File: src/design/rmsn_pkg.sv
// Shared types and constants for the RMS normalization block.
// No dependencies; every other design file uses this package.

package rmsn_pkg;

	localparam int XW    = 24;   // Q8.16 element width
	localparam int CNT_W = 7;    // element count, holds the vector length itself
	localparam int IDX_W = 6;    // element position
	localparam int SS_W  = 54;   // exact sum of squares
	localparam int DS_W  = 56;   // exact signed sum of grad*sample
	localparam int EPS_W = 32;
	localparam int T_W   = 55;   // square sum plus count times epsilon
	localparam int P_W   = 176;  // shift-add product register
	localparam int MB_W  = 81;   // shift-add multiplier operand
	localparam int W_W   = 82;   // signed numerator
	localparam int R_W   = 216;  // divider remainder
	localparam int F_W   = 48;   // clamped quotient
	localparam int RSH   = 34;   // numerator scale shift
	localparam int CFG_IW = 2;

	typedef enum logic [CFG_IW-1:0] {
		REG_MODE    = 2'd0,
		REG_EPSILON = 2'd1
	} reg_idx_t;

	typedef struct packed {
		logic              en;
		logic              bank;
		logic [IDX_W-1:0]  idx;
		logic signed [XW-1:0] x;
		logic signed [XW-1:0] g;
	} mem_wr_t;

	typedef struct packed {
		logic              bank;
		logic [IDX_W-1:0]  idx;
	} mem_rd_t;

	typedef struct packed {
		logic              bank;
		logic [CNT_W-1:0]  n;
		logic [SS_W-1:0]   ss;
		logic signed [DS_W-1:0] ds;
	} desc_t;

	typedef struct packed {
		logic valid;
		logic bank;
	} done_t;

	function automatic logic [XW-1:0] abs24(input logic signed [XW-1:0] v);
		logic [XW-1:0] r;
		r = v[XW-1] ? (~v + 1'b1) : v;
		return r;
	endfunction

	function automatic logic [DS_W-1:0] abs56(input logic signed [DS_W-1:0] v);
		logic [DS_W-1:0] r;
		r = v[DS_W-1] ? (~v + 1'b1) : v;
		return r;
	endfunction

endpackage

File: src/design/rmsn_queue.sv
// Two-entry descriptor queue between front and back end.
// Depends on rmsn_pkg for desc_t.

module rmsn_queue (
	input  logic            clk,
	input  logic            arst_n,
	input  logic            push,
	input  rmsn_pkg::desc_t push_desc,
	input  logic            pop,
	output logic            valid,
	output logic            full,
	output rmsn_pkg::desc_t head
);

	rmsn_pkg::desc_t ent_q [2];
	logic       wp_q, rp_q;
	logic [1:0] cnt_q;

	assign valid = (cnt_q != 2'd0);
	assign full  = (cnt_q == 2'd2);
	assign head  = ent_q[rp_q];

	always_ff @(posedge clk) begin
		if (push)
			ent_q[wp_q] <= push_desc;
	end

	always_ff @(posedge clk or negedge arst_n) begin
		if (!arst_n) begin
			wp_q  <= 1'b0;
			rp_q  <= 1'b0;
			cnt_q <= 2'd0;
		end else begin
			if (push)
				wp_q <= !wp_q;
			if (pop)
				rp_q <= !rp_q;
			cnt_q <= cnt_q + {1'b0, push} - {1'b0, pop};
		end
	end

endmodule

File: config.mk
export PLATFORM = sky130hd
export DESIGN_NAME = rmsn_queue
export DESIGN_NICKNAME = d
export VERILOG_FILES = /design/src/design/rmsn_pkg.sv /design/src/design/rmsn_queue.sv
export SDC_FILE = /design/constraint.sdc
export NUM_CORES = 1
export LEC_CHECK = 0
export BUFFER_PORTS_ARGS = -buffer_cell sky130_fd_sc_hd__buf_2
export CAP_MARGIN = 40
export CORE_MARGIN = 2
export CORE_UTILIZATION = 52
export CTS_CLUSTER_SIZE = 30
export DETAILED_ROUTE_END_ITERATION = 8
export PLACE_DENSITY = 0.82
export SETUP_SLACK_MARGIN = 0.05
export SLEW_MARGIN = 15
export SYNTH_ARGS = -nofsm -noshare
export SYNTH_HDL_FRONTEND = slang
export SYNTH_SLANG_ARGS = --single-unit
File: constraint.sdc
create_clock -name clk -period 8 [get_ports clk]
set_input_delay 0.4 -clock clk [delete_from_list [all_inputs] [get_ports clk]]
set_output_delay 0.4 -clock clk [all_outputs]
set_load 0.005 [all_outputs]
==> flow_summary.ini <==
[run_status]
status = finished clean

[placement]
portBuffers = 241
placedCellCount = 837
gp_congestion = 0.709
dp_hpwl_um = 10800

[floorplanning]
rows = 47
ios = 242
die_h_um = 134
initial_core_util_pct = 53.0
dieArea_sq_um = 17900
core_area_sq_um = 16500
die_w_um = 134

[timing]
hold_viol_final = 0
skew_ns = 0.0175
rsz0062_at_grt = false
drv_slew = 0
setup_viol = 0
tightest_slew_ns = 0.652
final.setup.tns_ns = 0
timing.fmax_mhz = 333
slew_headroom_pct = 56.6
fin_crit_sh_pct = 37.6
min_period_ns = 3.00

[clocking]
post_cts_buffers = 0
clk_latency_ns = 0.50
clockRootBuffer = clkbuf_16
clock_path_buffers = 3
cts_sinks = 240
ctsResizeCount = 0
htreeDepth = 1
cts_made_buffers = 24
cts.clk_slew.worst_paths_ns = 0.06
postCtsHoldBufs = 1
cts_tree = done

[finish]
num-fill-cells = 1108
syn_to_final_growth_pct = 25.3
final_nets = 768
final_cells = 878
drive_above_1_share_pct = 60.9

[global_routing]
grt_usage_pct = 17.4
grt_start_max_net_pins = 63
grt-ovfl-total = 0
antenna_found_initial = 2
grt_pass1_wl_um = 24100
grt_pass1_vias = 4688

[drt]
viasPerCell = 5.04
drc = 0
drtIter0Drc = 295
wirelength_um = 16200
firstDrtPassIters = 6
avgRoutedWirePerCell_um = 18.4
ant_nets = 0
vias = 4425

[synth]
yosys_warnings = 0
syn_inst = 382
synth_cell_types = 12
synth_nets = 506
syn_area_sq_um = 8760
seq_area_frac_synth_pct = 82.1
synth-seq-cells = 240
synth.avg_cell_area_sq_um = 22.9

[worst_setup_path]
reg2reg_slack_ns = 5.92
worstPathMaxFanout = 53
slowest_stage = dfrtp_4
cp.required_ns = 7.60
startpoint_type = register
path_buf_inv = 3
worstPathCellList = buf_4 > buf_16 > mux2_2 > buf_2
cp-end-kind = primary output
crit_family = buffers and inverters
worstSetupPathType = register to primary output
cp.arrival_ns = 2.60
max_stage_delay_ns = 0.69

[pwr]
cellPowerDensity_nw_per_um2 = 343
power_leakage_nw = 4.16
peakVddDrop_uv = 263

[hold_path]
hp-class = input port to register

[flow_run]
cap_violations = 0
==> through the flow <==
stage | hold slack (ns) | total power [mW] | util, % | cell area, sq um | setup WS [ns]
floorplan | 0.104 | 2.40 | - | 8760 | 1.77
global placement | 0.205 | 2.69 | 61.4 | 10100 | 5.37
detailed placement | 0.212 | 2.76 | 61.9 | 10200 | 5.50
CTS | 0.0600 | 3.81 | 66.4 | 11000 | 4.95
global route | 0.0517 | 3.94 | 66.4 | 11000 | 4.86
finish | 0.0825 | 3.77 | 66.4 | 11000 | 5.00
==> layer usage <==
layer | track usage (%) | up-vias | part of all wire, %
met3 | 5.14 | 36 | 7.4
met5 | 0 | - | 0.068
li1 | - | 2051 | -
met1 | 19.8 | 2163 | 37
met2 | 31.5 | 173 | 53
met4 | 5.50 | 2 | 2.7
==> Yosys cell counts <==
cell / number / area share, %
mux2_2: 118 / 15
and2_1: 1 / 0.071
nor2b_1: 2 / 0.14
buf_6: 12 / 1.5
edfxtp_1: 236 / 81
ha_1: 2 / 0.29
dfrtp_1: 4 / 1.1
or2_2: 1 / 0.071
buf_4: 1 / 0.086
xor2_1: 2 / 0.20
xor3_1: 1 / 0.27
inv_1: 2 / 0.086
==> final cells by class <==
class	count	area [sq um]	share of cell area [%]
diodes	1	2.50	0.0228
clock buffers	30	644	5.87
clock inverters	9	93.8	0.855
inverters	2	7.51	0.0684
multi-input cells	127	1430	13.0
flip-flops and latches	240	7190	65.5
well taps	220	275	2.51
repair buffers	249	1330	12.1
==> path summary, 6_finish.rpt <==
check	depth (start not counted)	end	from
worst max-delay path	4	head[40]	rp_q
worst min-delay path	1	ent_q[1][28]	push_desc[28]
worst max register to register	3	ent_q[1][46]	wp_q
worst min register to register	1	wp_q	wp_q
max in group asynchronous	2	rp_q	arst_n
min in group asynchronous	2	cnt_q[0]	arst_n
==> worst reg2reg max path: cells and delay by family (launching register included) <==
kind	cells	cell delay, ns
flops	1	0.42
simple gates	1	0.59
buf+inv	2	0.67
==> flip-flops by register name, indices dropped and copies added, names as in the netlist <==
| register | count |
|---|---|
| wp_q | 1 |
| rp_q | 1 |
| cnt_q | 2 |
| ent_q | 236 |
==> kinds of logic (layout without fill, tap and decap cells) <==
group         Yosys count  after routing  synth area share (%)
simple gates            4              4                 0.286
flops                 240            240                  82.1
fa+ha+maj               2              2                 0.286
mux                   118            118                  15.2
buf+inv                15            290                  1.71
other cells             0              1                     0
xor+xnor                3              3                 0.472
==> cell usage in the layout (no fill, tap or decap), types with 3 or more instances in the layout <==
| master | netlist | final |
|---|---|---|
| clkbuf_1 | 0 | 5 |
| buf_2 | 0 | 241 |
| buf_16 | 0 | 3 |
| mux2_2 | 118 | 118 |
| clkinv_1 | 0 | 4 |
| edfxtp_1 | 236 | 236 |
| buf_4 | 1 | 4 |
| dfrtp_1 | 4 | 3 |
| clkbuf_16 | 0 | 25 |
==> where the power goes <==
group / internal (mW) / total, mW / switching, mW / leakage, nW
clock: 0.629 / 1.04 / 0.416 / 0.360
combinational: 0.508 / 0.966 / 0.458 / 1.54
sequential: 1.67 / 1.76 / 0.0859 / 2.26
No activity file was read; power rests on OpenSTA's default activity.
