--- config.mk ---
export PLATFORM = sky130hd
export DESIGN_NAME = rmsn_front
export DESIGN_NICKNAME = d
export VERILOG_FILES = /design/src/design/rmsn_pkg.sv /design/src/design/rmsn_front.sv
export SDC_FILE = /design/constraint.sdc
export NUM_CORES = 2
export LEC_CHECK = 0
export BUFFER_PORTS_ARGS = -buffer_cell sky130_fd_sc_hd__buf_2
export CAP_MARGIN = 40
export CORE_UTILIZATION = 60
export DETAILED_ROUTE_END_ITERATION = 8
export GPL_TIMING_DRIVEN = 0
export HOLD_SLACK_MARGIN = 0.03
export MAX_ROUTING_LAYER = met4
export PLACE_DENSITY = 0.8
export SETUP_SLACK_MARGIN = 0.2
export SLEW_MARGIN = 40
export SYNTH_ARGS = -nofsm -noshare
export SYNTH_HDL_FRONTEND = slang
export SYNTH_SLANG_ARGS = --single-unit
--- constraint.sdc ---
create_clock -name clk -period 13.1 [get_ports clk]
set_input_delay 0 -clock clk [delete_from_list [all_inputs] [get_ports clk]]
set_output_delay 0 -clock clk [all_outputs]
set_load 0.05 [all_outputs]
--- src/design/rmsn_pkg.sv ---
// Shared types and constants for the RMS normalization block.
// No dependencies; every other design file uses this package.

package rmsn_pkg;

	localparam int XW    = 24;   // Q8.16 element width
	localparam int CNT_W = 7;    // element count, holds the vector length itself
	localparam int IDX_W = 6;    // element position
	localparam int SS_W  = 54;   // exact sum of squares
	localparam int DS_W  = 56;   // exact signed sum of grad*sample
	localparam int EPS_W = 32;
	localparam int T_W   = 55;   // square sum plus count times epsilon
	localparam int P_W   = 176;  // shift-add product register
	localparam int MB_W  = 81;   // shift-add multiplier operand
	localparam int W_W   = 82;   // signed numerator
	localparam int R_W   = 216;  // divider remainder
	localparam int F_W   = 48;   // clamped quotient
	localparam int RSH   = 34;   // numerator scale shift
	localparam int CFG_IW = 2;

	typedef enum logic [CFG_IW-1:0] {
		REG_MODE    = 2'd0,
		REG_EPSILON = 2'd1
	} reg_idx_t;

	typedef struct packed {
		logic              en;
		logic              bank;
		logic [IDX_W-1:0]  idx;
		logic signed [XW-1:0] x;
		logic signed [XW-1:0] g;
	} mem_wr_t;

	typedef struct packed {
		logic              bank;
		logic [IDX_W-1:0]  idx;
	} mem_rd_t;

	typedef struct packed {
		logic              bank;
		logic [CNT_W-1:0]  n;
		logic [SS_W-1:0]   ss;
		logic signed [DS_W-1:0] ds;
	} desc_t;

	typedef struct packed {
		logic valid;
		logic bank;
	} done_t;

	function automatic logic [XW-1:0] abs24(input logic signed [XW-1:0] v);
		logic [XW-1:0] r;
		r = v[XW-1] ? (~v + 1'b1) : v;
		return r;
	endfunction

	function automatic logic [DS_W-1:0] abs56(input logic signed [DS_W-1:0] v);
		logic [DS_W-1:0] r;
		r = v[DS_W-1] ? (~v + 1'b1) : v;
		return r;
	endfunction

endpackage

--- src/design/rmsn_front.sv ---
// Front end: accepts elements, writes the store, accumulates exact sums,
// and hands a vector descriptor to the queue. Depends on rmsn_pkg.

module rmsn_front #(
	parameter int MAX_LEN = 64
) (
	input  logic                       clk,
	input  logic                       arst_n,
	input  logic                       start,
	output logic                       busy,
	input  logic signed [rmsn_pkg::XW-1:0] sample_value,
	input  logic signed [rmsn_pkg::XW-1:0] grad_value,
	input  logic                       last_element,
	output rmsn_pkg::mem_wr_t          wr,
	output logic                       push,
	output rmsn_pkg::desc_t            push_desc,
	input  rmsn_pkg::done_t            done
);

	localparam int CW = rmsn_pkg::CNT_W;

	logic          wb_q;
	logic [1:0]    bank_busy_q;
	logic [CW-1:0] cnt_q;
	logic          accept, keep;

	logic          v_s1, wr_s1, last_s1, bank_s1;
	logic [CW-1:0] n_s1;
	logic signed [rmsn_pkg::XW-1:0] x_s1, g_s1;

	logic [rmsn_pkg::SS_W-1:0]        ss_q, ss_nxt;
	logic signed [rmsn_pkg::DS_W-1:0] ds_q, ds_nxt;
	logic signed [2*rmsn_pkg::XW-1:0] sq, dp;

	assign busy   = bank_busy_q[wb_q];
	assign accept = start && !busy;
	assign keep   = (cnt_q != CW'(MAX_LEN));

	assign wr.en   = accept && keep;
	assign wr.bank = wb_q;
	assign wr.idx  = cnt_q[rmsn_pkg::IDX_W-1:0];
	assign wr.x    = sample_value;
	assign wr.g    = grad_value;

	always_ff @(posedge clk or negedge arst_n) begin
		if (!arst_n) begin
			wb_q        <= 1'b0;
			bank_busy_q <= 2'b00;
			cnt_q       <= '0;
			v_s1        <= 1'b0;
		end else begin
			v_s1 <= accept;
			if (done.valid)
				bank_busy_q[done.bank] <= 1'b0;
			if (accept) begin
				if (last_element) begin
					// close the vector: hand the bank over, switch to the other
					cnt_q             <= '0;
					wb_q              <= !wb_q;
					bank_busy_q[wb_q] <= 1'b1;
				end else if (keep) begin
					cnt_q <= cnt_q + 1'b1;
				end
			end
		end
	end

	always_ff @(posedge clk) begin
		if (accept) begin
			wr_s1   <= keep;
			last_s1 <= last_element;
			bank_s1 <= wb_q;
			n_s1    <= keep ? cnt_q + 1'b1 : cnt_q;
			x_s1    <= sample_value;
			g_s1    <= grad_value;
		end
	end

	assign sq = x_s1 * x_s1;
	assign dp = g_s1 * x_s1;

	always_comb begin
		ss_nxt = ss_q;
		ds_nxt = ds_q;
		if (wr_s1) begin
			ss_nxt = ss_q + rmsn_pkg::SS_W'($unsigned(sq));
			ds_nxt = ds_q + {{(rmsn_pkg::DS_W-2*rmsn_pkg::XW){dp[2*rmsn_pkg::XW-1]}}, dp};
		end
	end

	assign push           = v_s1 && last_s1;
	assign push_desc.bank = bank_s1;
	assign push_desc.n    = n_s1;
	assign push_desc.ss   = ss_nxt;
	assign push_desc.ds   = ds_nxt;

	always_ff @(posedge clk or negedge arst_n) begin
		if (!arst_n) begin
			ss_q <= '0;
			ds_q <= '0;
		end else if (v_s1) begin
			ss_q <= last_s1 ? '0 : ss_nxt;
			ds_q <= last_s1 ? '0 : ds_nxt;
		end
	end

endmodule

==> impl_metrics.csv <==
group,metric,value,unit
synth,synth_area_per_cell,9.448,sq um
status,status,"complete, no violations",
clock_network,cts_sinks,179,
synth,netlist_area,53280,sq um
placement,routabilityCongestion,1.047,
critical_path,end_kind,"output pin",
final_layout,num-nets-final,7560,
drt,met2_wirelength,74700,um
synth,synth_top_area_share,43.74,%
synth,syn_nets,7245,
critical_path,critical_path_class,"flop to output pin",
synth,yosys_warnings,0,
drt,wl_met3,17370,um
timing,tightest_slew,1.030,ns
synth,synth_flop_cell,"dfrtp_1",
floorplanning,row_count,108,
global_routing,grt_pass1_vias,43680,
clock_network,cts_htree_levels,4,
timing,slew_headroom,31.35,%
clock_network,clk_latency,0.55,ns
floorplanning,die_x,300.0,um
timing,setup_viol_count_final,0,
timing,final.min_clock_period,12.50,ns
drt,drt_wl_total,163100,um
synth,syn_inst,5639,
synth,ys_ff_latch,179,
run,maxCapViolCount,0,
synth,synthTopCellsByArea,"fa_1 (44%), inv_1 (9.3%), ha_1 (9.1%)",
timing,hold_viol,0,
final_layout,n_fill_cell,7253,
synth,synth_most_common_cell,"inv_1",
min_path,hp-class,"input pin to flop",
critical_path,critPathMaxStageDelay,0.72,ns
final_layout,final_core_util,65.77,%
synth,async_reset_ff_share,67.60,%
drt,viasPerCell,5.789,
drt,num_vias,41350,
placement,dp_hpwl,136700,um
placement,io_buffer_count,229,
timing,clock_skew,0.02659,ns
drt,m1WireLength,61370,um
drt,drtPass1Iterations,8,
timing,fmax,80.02,MHz
clock_network,cts_tree,"done",
synth,yosysTopAreaCell,"fa_1",
global_routing,gr-usage-all-layers,39.23,%
global_routing,antenna_found_initial,10,
final_layout,synthToLayoutAreaGrowth,7.766,%
timing,grt_setup_unrepaired,"no",
floorplanning,fp.dieArea,89990,sq um
final_layout,drive_gt1_share,8.681,%
critical_path,critPathRequiredTime,13.10,ns
timing,finalCritPeriodShare,95.39,%
drt,first_iter_violations,3582,
synth,seq_area_frac_synth,8.952,%
synth,ys_types,94,
floorplanning,pin_count,230,
clock_network,clkTransAtPathRegs,0.08,ns
critical_path,cp-start-kind,"flop",
final_layout,seqCellArea,4770,sq um
critical_path,cpMostUsedCell,"fa_1",
floorplanning,initial_core_util,61.03,%
floorplanning,core,87290,sq um
drt,dr.max_layer_used,"met4",
drt,final_antenna_net_count,0,
clock_network,cts.path.max_buffers,2,
timing,finalMaxSlewViolations,0,
global_routing,grt_max_degree,66,
floorplanning,die_h,300.0,um
timing,finalSetupTns,0,ns
clock_network,cts_root_buf,"clkbuf_16",
synth,synth_commonest_cells,"inv_1 (1315), fa_1 (1164), nand2_1 (556)",
global_routing,grt_pass1_wl,253500,um
clock_network,cts_buffers,17,
critical_path,cpMaxStageDelayCell,"clkbuf_1",
critical_path,worstPathArrival,12.50,ns
critical_path,cp_max_fo,10,
drt,wire_per_inst,22.84,um
drt,route.detailed.drc,0,
global_routing,grt-ovfl-total,0,
synth,synth_edf_count,58,
final_layout,multi_input_area,42400,sq um
[state kept, by name (all words and copies together), names as in the netlist]
signal       cells
bank_busy_q      2
bank_s1          1
cnt_q            7
ds_q            56
g_s1            24
last_s1          1
n_s1             7
ss_q            54
v_s1             1
wb_q             1
wr_s1            1
x_s1            24
[per-layer routing]
layer	track usage (%)	up-vias
met5	-	-
met4	20.09	0
met3	10.61	525
met2	58.95	1962
met1	48.82	21030
li1	-	17830
[area by class of cell]
type	count	share of cell area (%)
Sequential cell	179	8.307
Inverter	1317	8.619
Clock inverter	12	0.2288
Multi-Input combinational cell	3866	73.85
Buffer	276	2.301
Tap cell	1155	2.517
Antenna cell	20	0.08717
Timing Repair Buffer	297	3.291
Clock buffer	20	0.7976
[cells by family after synthesis]
group | synth area share, %
AND/OR/NAND/NOR | 11.97
buffers and inverters | 11.64
multiplexers | 1.940
flip-flops | 8.952
AO/OA/AOI/OAI | 9.018
adder cells (fa/ha/maj) | 52.85
XOR/XNOR | 3.631
[worst paths after layout]
| check | start | end | slack [ns] | cells past startpoint |
|---|---|---|---|---|
| max in group asynchronous | arst_n | ss_q[40] | 12.14 | 4 |
| max | x_s1[17] | push_desc[109] | 0.60 | 37 |
| min reg2reg | ss_q[41] | ss_q[41] | 0.53 | 2 |
| min in group asynchronous | arst_n | bank_busy_q[1] | 0.59 | 4 |
| min | grad_value[15] | g_s1[15] | 0.19 | 2 |
| max reg2reg | x_s1[17] | ss_q[53] | 1.28 | 37 |
[through the flow]
stage	cells	hold slack, ns	setup slack, ns	cell area (sq um)
after CTS	7118	0.1541	0.2931	57210
after global routing	7135	0.1875	0.2073	57400
after detailed placement	7030	-0.03580	0.5964	56050
after floorplan	5639	-0.2956	3.186	53280
after global placement	7023	0.1919	0.5007	55870
final	7142	0.1854	0.6037	57420
[repair_timing]
| item | CTS | global route |
|---|---|---|
| endpoints found under the setup margin | 1 | 14 |
| gates cloned | 0 | 0 |
| hold buffers | 56 | 0 |
| gates resized for setup | 1 | 13 |
| endpoints found under the hold margin | 180 | 0 |
| pin swaps | 0 | 1 |
| buffers inserted | 0 | 2 |
[worst max-delay path, delay by kind of cell (launching register included)]
family	cells	cell delay, ns
fa+ha+maj	9	4.40
compound gates	14	3.28
buf+inv	7	2.08
simple gates	5	1.09
flops	1	0.64
xor+xnor	2	0.47
[placed cells by master (no fill, tap or decap), types with 7 or more instances in the layout]
cell type         n
nor2b_1          23
and3_1           22
mux2_2           90
clkbuf_16        18
clkbuf_2         50
xor2_1           52
dlygate4sd3_1    55
xnor2_1         156
o21a_1           29
a21oi_1         165
nand3_1          31
a211oi_1         19
a31oi_1          20
diode_2          20
nand4_1          21
o211ai_1         18
nor3_1           25
edfxtp_1         58
nand2b_1         35
a221oi_1          7
nand2_1         556
fa_1           1164
o21bai_1         29
nor2_1          177
dfrtp_1         121
and2_1          380
o21ai_0          77
a21o_1          101
buf_4            61
ha_1            388
a22o_1          107
o21ai_1          28
inv_1          1314
clkbuf_1        160
buf_2           236
xnor2_2          10
o31a_1            8
Power is left out: the tool's default activity adds up to more than one toggle a clock period on the data nets, which glitch-free logic cannot reach.
